[src/design/fltpu_pkg.sv]
// Shared constants, codes and types of the four-level page-table updater.
`default_nettype none
package fltpu_pkg;

  localparam int POOL_FRAMES   = 16;
  localparam int TABLE_ENTRIES = 512;

  localparam int IDX_W   = $clog2(TABLE_ENTRIES);
  localparam int FRAME_W = 40;
  localparam int VP_W    = 36;
  localparam int ENTRY_W = 64;
  localparam int PAGE_W  = 12;

  // Frames in use count 0..POOL_FRAMES; table index 0 is the root table,
  // pool frame n is table index n + 1.
  localparam int FIU_W     = $clog2(POOL_FRAMES + 1);
  localparam int TBL_W     = FIU_W;
  localparam int ADDR_W    = TBL_W + IDX_W;
  localparam int MEM_DEPTH = (POOL_FRAMES + 1) * TABLE_ENTRIES;

  localparam logic [TBL_W-1:0]  ROOT_TBL  = '0;
  localparam logic [PAGE_W-1:0] LINK_BITS = 12'h003;

  localparam logic [1:0] CMD_MAP       = 2'd0;
  localparam logic [1:0] CMD_UNMAP     = 2'd1;
  localparam logic [1:0] CMD_SET_FLAGS = 2'd2;
  localparam logic [1:0] CMD_NOP       = 2'd3;

  localparam logic [1:0] ST_OK         = 2'd0;
  localparam logic [1:0] ST_NOT_MAPPED = 2'd1;
  localparam logic [1:0] ST_POOL_EMPTY = 2'd2;

  localparam logic [1:0] LVL_LEAF = 2'd3;

  // Datapath operations issued by the controller, one per cycle.
  typedef logic [3:0] op_t;
  localparam op_t OP_NONE      = 4'd0;
  localparam op_t OP_LOAD      = 4'd1;
  localparam op_t OP_READ      = 4'd2;
  localparam op_t OP_CHECK     = 4'd3;
  localparam op_t OP_FOLLOW    = 4'd4;
  localparam op_t OP_LINK      = 4'd5;
  localparam op_t OP_ZERO      = 4'd6;
  localparam op_t OP_CLEAR     = 4'd7;
  localparam op_t OP_LEAF_MAP  = 4'd8;
  localparam op_t OP_LEAF_UNMAP = 4'd9;
  localparam op_t OP_LEAF_SET  = 4'd10;
  localparam op_t OP_FAIL_NM   = 4'd11;
  localparam op_t OP_FAIL_POOL = 4'd12;
  localparam op_t OP_EMIT      = 4'd13;

  typedef struct packed {
    logic       present;
    logic       in_use;
    logic       pool_full;
    logic       leaf_lvl;
    logic       cnt_last;
    logic       out_free;
    logic [1:0] cmd;
  } dp_stat_t;

endpackage
`default_nettype wire

[src/design/fltpu_ctrl.sv]
// Controller: state machine that sequences the table walk and memory sweeps.
`default_nettype none
module fltpu_ctrl (
  input  wire                 clk,
  input  wire                 rst_n,
  input  wire                 in_valid,
  output logic                in_stall,
  input  fltpu_pkg::dp_stat_t stat,
  output fltpu_pkg::op_t      op
);

  localparam logic [2:0] S_CLEAR  = 3'd0;
  localparam logic [2:0] S_IDLE   = 3'd1;
  localparam logic [2:0] S_READ   = 3'd2;
  localparam logic [2:0] S_CHECK  = 3'd3;
  localparam logic [2:0] S_DECIDE = 3'd4;
  localparam logic [2:0] S_ZERO   = 3'd5;
  localparam logic [2:0] S_DONE   = 3'd6;

  logic [2:0] state_r;
  logic [2:0] state_nxt;

  always_ff @(posedge clk) begin
    if (!rst_n) begin
      state_r <= S_CLEAR;
    end else begin
      state_r <= state_nxt;
    end
  end

  always_comb begin
    state_nxt = state_r;
    op        = fltpu_pkg::OP_NONE;
    case (state_r)
      S_CLEAR: begin
        op = fltpu_pkg::OP_CLEAR;
        if (stat.cnt_last) begin
          state_nxt = S_IDLE;
        end
      end
      S_IDLE: begin
        if (in_valid) begin
          op        = fltpu_pkg::OP_LOAD;
          state_nxt = S_READ;
        end
      end
      S_READ: begin
        if (stat.cmd == fltpu_pkg::CMD_NOP) begin
          state_nxt = S_DONE;
        end else begin
          op        = fltpu_pkg::OP_READ;
          state_nxt = S_CHECK;
        end
      end
      S_CHECK: begin
        op        = fltpu_pkg::OP_CHECK;
        state_nxt = S_DECIDE;
      end
      S_DECIDE: begin
        state_nxt = S_DONE;
        if (stat.leaf_lvl) begin
          if (stat.cmd == fltpu_pkg::CMD_MAP) begin
            op = fltpu_pkg::OP_LEAF_MAP;
          end else if (!stat.present) begin
            op = fltpu_pkg::OP_FAIL_NM;
          end else if (stat.cmd == fltpu_pkg::CMD_UNMAP) begin
            op = fltpu_pkg::OP_LEAF_UNMAP;
          end else begin
            op = fltpu_pkg::OP_LEAF_SET;
          end
        end else if (stat.present) begin
          if (stat.in_use) begin
            op        = fltpu_pkg::OP_FOLLOW;
            state_nxt = S_READ;
          end else begin
            op = fltpu_pkg::OP_FAIL_NM;
          end
        end else if (stat.cmd != fltpu_pkg::CMD_MAP) begin
          op = fltpu_pkg::OP_FAIL_NM;
        end else if (stat.pool_full) begin
          op = fltpu_pkg::OP_FAIL_POOL;
        end else begin
          op        = fltpu_pkg::OP_LINK;
          state_nxt = S_ZERO;
        end
      end
      S_ZERO: begin
        op = fltpu_pkg::OP_ZERO;
        if (stat.cnt_last) begin
          state_nxt = S_READ;
        end
      end
      S_DONE: begin
        if (stat.out_free) begin
          op        = fltpu_pkg::OP_EMIT;
          state_nxt = S_IDLE;
        end
      end
      default: begin
        state_nxt = S_IDLE;
      end
    endcase
  end

  assign in_stall = state_r != S_IDLE;

endmodule
`default_nettype wire

[config.mk]
export PLATFORM = sky130hd
export DESIGN_NAME = fltpu_ctrl
export DESIGN_NICKNAME = d
export VERILOG_FILES = /design/src/design/fltpu_pkg.sv /design/src/design/fltpu_ctrl.sv
export SDC_FILE = /design/constraint.sdc
export NUM_CORES = 1
export LEC_CHECK = 0
export BUFFER_PORTS_ARGS = -buffer_cell sky130_fd_sc_hd__buf_2
export CAP_MARGIN = 20
export CORE_AREA = 2 2 39 41
export DETAILED_ROUTE_END_ITERATION = 12
export DIE_AREA = 0 0 41 43
export GPL_TIMING_DRIVEN = 1
export SLEW_MARGIN = 20
export SYNTH_ARGS = -nofsm -noshare
export SYNTH_HDL_FRONTEND = slang
export SYNTH_SLANG_ARGS = --single-unit
[constraint.sdc]
create_clock -name clk -period 2.15 [get_ports clk]
set_input_delay 0.43 -clock clk [delete_from_list [all_inputs] [get_ports clk]]
set_output_delay 0.43 -clock clk [all_outputs]
set_load 0.02 [all_outputs]
==> impl_metrics.tcl <==
set metrics [dict create \
    wire_per_inst_um 11.58 \
    netSwitchingPower_mw 0.1601 \
    final-max-slew-violation-count 0 \
    switching_share_of_power_pct 42.87 \
    worst_pin_slew_ns 0.3561 \
    chipHeight_um 43 \
    dr.pass1.iters 4 \
    crit_fanout 4 \
    rr_startpoint "state_r[0]" \
    clk_latency_ns 0.23 \
    outcome "finished clean" \
    required_ns 1.72 \
    fin_crit_sh_pct 89.27 \
    timing.critical_path.to_type "output pin" \
    setup_repair_after_global_routing_missed_its_margin "false" \
    finalHoldViolations 0 \
    gp_congestion 0.7982 \
    reg_top3 "state_r: 3 flops" \
    p_clk_share_pct 26.2 \
    antenna_found_initial 0 \
    detail-route-antenna-nets 0 \
    max_cap_viol_count 0 \
    timing.critical_path.cells "nand2b_1 > a311oi_1 > inv_1 > o21ai_1 > buf_2" \
    synth.net_count 71 \
    total_number_of_h_tree_levels 1 \
    yosysWarnings 0 \
    synthesis.instances 60 \
    vias 530 \
    post_cts_resized 0 \
    worst_ep_arrival_time_ns 1.49 \
    top_register "state_r" \
    coreArea_um2 1384 \
    net_count_reported_at_finish 91 \
    post_route_cells_drive_above_1_share_pct 30.38 \
    cts_setup_buffers 0 \
    max-vdd-ir-drop_v 0.0001695 \
    worst_r2r_path_depth 5 \
    skew_ns 0.0007842 \
    route.final.wire_length_um 1100 \
    rows 14 \
    power_mw 0.3734 \
    power-per-cell-area_nw_per_um2 694.0 \
    cts.hold.buffers_added 0 \
    cts.sinks 3 \
    cp_slowest_stage_delay_ns 0.33 \
    power.share.sequential_pct 18.2 \
    min_path_cells 3 \
    maxClockFrequency_mhz 521.0 \
    worst_path_max_delay_cell "sky130_fd_sc_hd__a311oi_1" \
    final_setup_vio_count 0 \
    timing.setup.critical_path_class "flip-flop to output pin" \
    die_width_um 41 \
    number_of_global_route_vias_before_repair 435 \
    synth.yosys.seq_area_share_pct 14.59 \
    hold_path_end "state_r[0]" \
    comb_power_share_pct 55.5 \
    power_leakage_nw 0.2257 \
    clock_path_buffers 2 \
    dpl.hpwl_um 833.9 \
    synth_seq_cells 3 \
    reg2reg_to "state_r[1]" \
    residual_drc_count 0 \
    num_io_pins 16 \
    cts-buffers-inserted 3 \
    internal-power_mw 0.2133 \
    largest_register_ff_count 3 \
    area.growth.synth_to_final_pct 30.70 \
    hold_path_startpoint "rst_n" \
    io_buffers 15 \
    diodes 0 \
    reg2reg_setup_slack_ns 0.88 \
    syn-cell-area_um2 411.6 \
    via_density 5.579 \
    grt_start_max_net_pins 13 \
    clkTransAtPathRegs_ns 0.04 \
    maxSlewHeadroom_pct 76.17 \
    start_util_pct 29.75 \
    min_path_type "input port to flip-flop" \
    drt_iter0_markers 21 \
    filler_cell_count 156 \
    clock_tree_from_tritoncts "yes" \
    groute.usage.overall_pct 14.23 \
    fp.dieArea_um2 1763 \
    global_route_wire_length_before_repair_um 1773 \
    finalSetupTns_ns 0 \
    cts_root_buf "sky130_fd_sc_hd__clkbuf_4" \
    grt.overflow.total 0 \
    syn_avg_cell_area_um2 6.861 \
    ys_types 26 \
    seq_area_um2 60.06 \
    multi_input_comb_area_um2 307.8 \
    finalCriticalPeriod_ns 1.919 \
    timing.critical_path.from_type "flip-flop" \
]
==> power groups by stage <==
stage          combinational [mW]  sequential, mW  clock, mW
2_1_floorplan               0.141          0.0692          0
3_3_place_gp                0.206          0.0692          0
3_5_place_dp                0.203          0.0688          0
4_1_cts                     0.204          0.0680      0.103
5_1_grt                     0.224          0.0688      0.106
6_report                    0.207          0.0681     0.0980
==> cell usage after synthesis <==
library cell                count  area [um2]
sky130_fd_sc_hd__a2bb2oi_1      1       8.760
sky130_fd_sc_hd__a211o_1        1       8.760
sky130_fd_sc_hd__buf_2          2       10.01
sky130_fd_sc_hd__a2111o_1       1       11.26
sky130_fd_sc_hd__nor2_1         3       11.26
sky130_fd_sc_hd__o21ai_0        8       40.04
sky130_fd_sc_hd__a21oi_1        5       25.02
sky130_fd_sc_hd__nor2b_1        1       6.260
sky130_fd_sc_hd__o211ai_1       1       7.510
sky130_fd_sc_hd__nand4_1        1       6.260
sky130_fd_sc_hd__mux2i_1        2       20.02
sky130_fd_sc_hd__a32o_1         1       10.01
sky130_fd_sc_hd__a31oi_1        4       25.02
sky130_fd_sc_hd__inv_1          7       26.28
sky130_fd_sc_hd__nor2_2         1       6.260
sky130_fd_sc_hd__a311oi_1       1       8.760
sky130_fd_sc_hd__o21ai_1        2       10.01
sky130_fd_sc_hd__nand3_1        1       5.000
sky130_fd_sc_hd__nor4b_4        1       23.77
sky130_fd_sc_hd__buf_4          1       7.510
sky130_fd_sc_hd__dfxtp_1        3       60.06
sky130_fd_sc_hd__nand2_1        5       18.77
sky130_fd_sc_hd__a22oi_1        2       15.01
sky130_fd_sc_hd__o32a_1         1       10.01
sky130_fd_sc_hd__nand2b_1       3       18.77
sky130_fd_sc_hd__mux2_2         1       11.26
==> routing by layer <==
layer	track usage [%]	wire length, um	share of wire [%]
met1	20.45	510	46
met2	19.69	488	44
met5	0	0	0
met4	6.000	0	0
met3	3.141	100	9.1
==> stage by stage <==
| step | worst slack [ns] | utilization [%] | hold slack (ns) | instance area, um2 | std cells |
|---|---|---|---|---|---|
| global route | 0.1300 | 38.88 | 0.4677 | 538.0 | 95 |
| detailed placement | 0.3441 | 36.98 | 0.6366 | 511.7 | 91 |
| CTS | 0.2302 | 38.88 | 0.4577 | 538.0 | 95 |
| global placement | 0.3901 | 36.98 | 0.6465 | 511.7 | 91 |
| floorplan | 0.4070 | - | 0.5663 | 411.6 | 60 |
| finish | 0.2306 | 38.88 | 0.4674 | 538.0 | 95 |
==> worst max path at each step <==
stage,from,endpoint,slack [ns],cells after the start
floorplan,state_r[1],op[0],0.41,5
global placement,stat[7],op[2],0.39,5
detailed placement,stat[4],op[0],0.34,6
CTS,state_r[1],op[0],0.23,5
global route,state_r[1],op[0],0.13,5
finish,state_r[1],op[0],0.23,5
==> cell families (layout without fill, tap and decap cells) <==
| family | Yosys count | count (layout) | synth area share (%) |
|---|---|---|---|
| AO/OA/AOI/OAI | 28 | 28 | 43.77 |
| buffers and inverters | 10 | 29 | 10.64 |
| flip-flops | 3 | 3 | 14.59 |
| multiplexers | 3 | 3 | 7.599 |
| AND/OR/NAND/NOR | 16 | 16 | 23.41 |
==> area by class of cell <==
type | count | area share [%]
well taps | 16 | 3.721
inverters | 7 | 4.884
multi-input cells | 47 | 57.21
flip-flops and latches | 3 | 11.16
clock buffers | 4 | 4.884
repair buffers | 18 | 18.14
==> placed cells by master, fill, tap and decap left out, types with 2 or more instances in the layout <==
master	n
sky130_fd_sc_hd__o21ai_1	2
sky130_fd_sc_hd__a22oi_1	2
sky130_fd_sc_hd__nand2b_1	3
sky130_fd_sc_hd__nand2_1	5
sky130_fd_sc_hd__nor2_1	3
sky130_fd_sc_hd__clkbuf_4	3
sky130_fd_sc_hd__a21oi_1	5
sky130_fd_sc_hd__mux2i_1	2
sky130_fd_sc_hd__o21ai_0	8
sky130_fd_sc_hd__inv_1	7
sky130_fd_sc_hd__buf_2	15
sky130_fd_sc_hd__a31oi_1	4
sky130_fd_sc_hd__buf_4	3
sky130_fd_sc_hd__dfxtp_1	3
==> critical path: cells and delay by family, from the launching register on <==
family / cells / cell delay (ns)
AOI/OAI and AO/OA: 2 / 0.47
buffers and inverters: 2 / 0.29
DFF: 1 / 0.30
and+or+nand+nor: 1 / 0.20
Note: power is estimated with default switching activity, not from simulation.
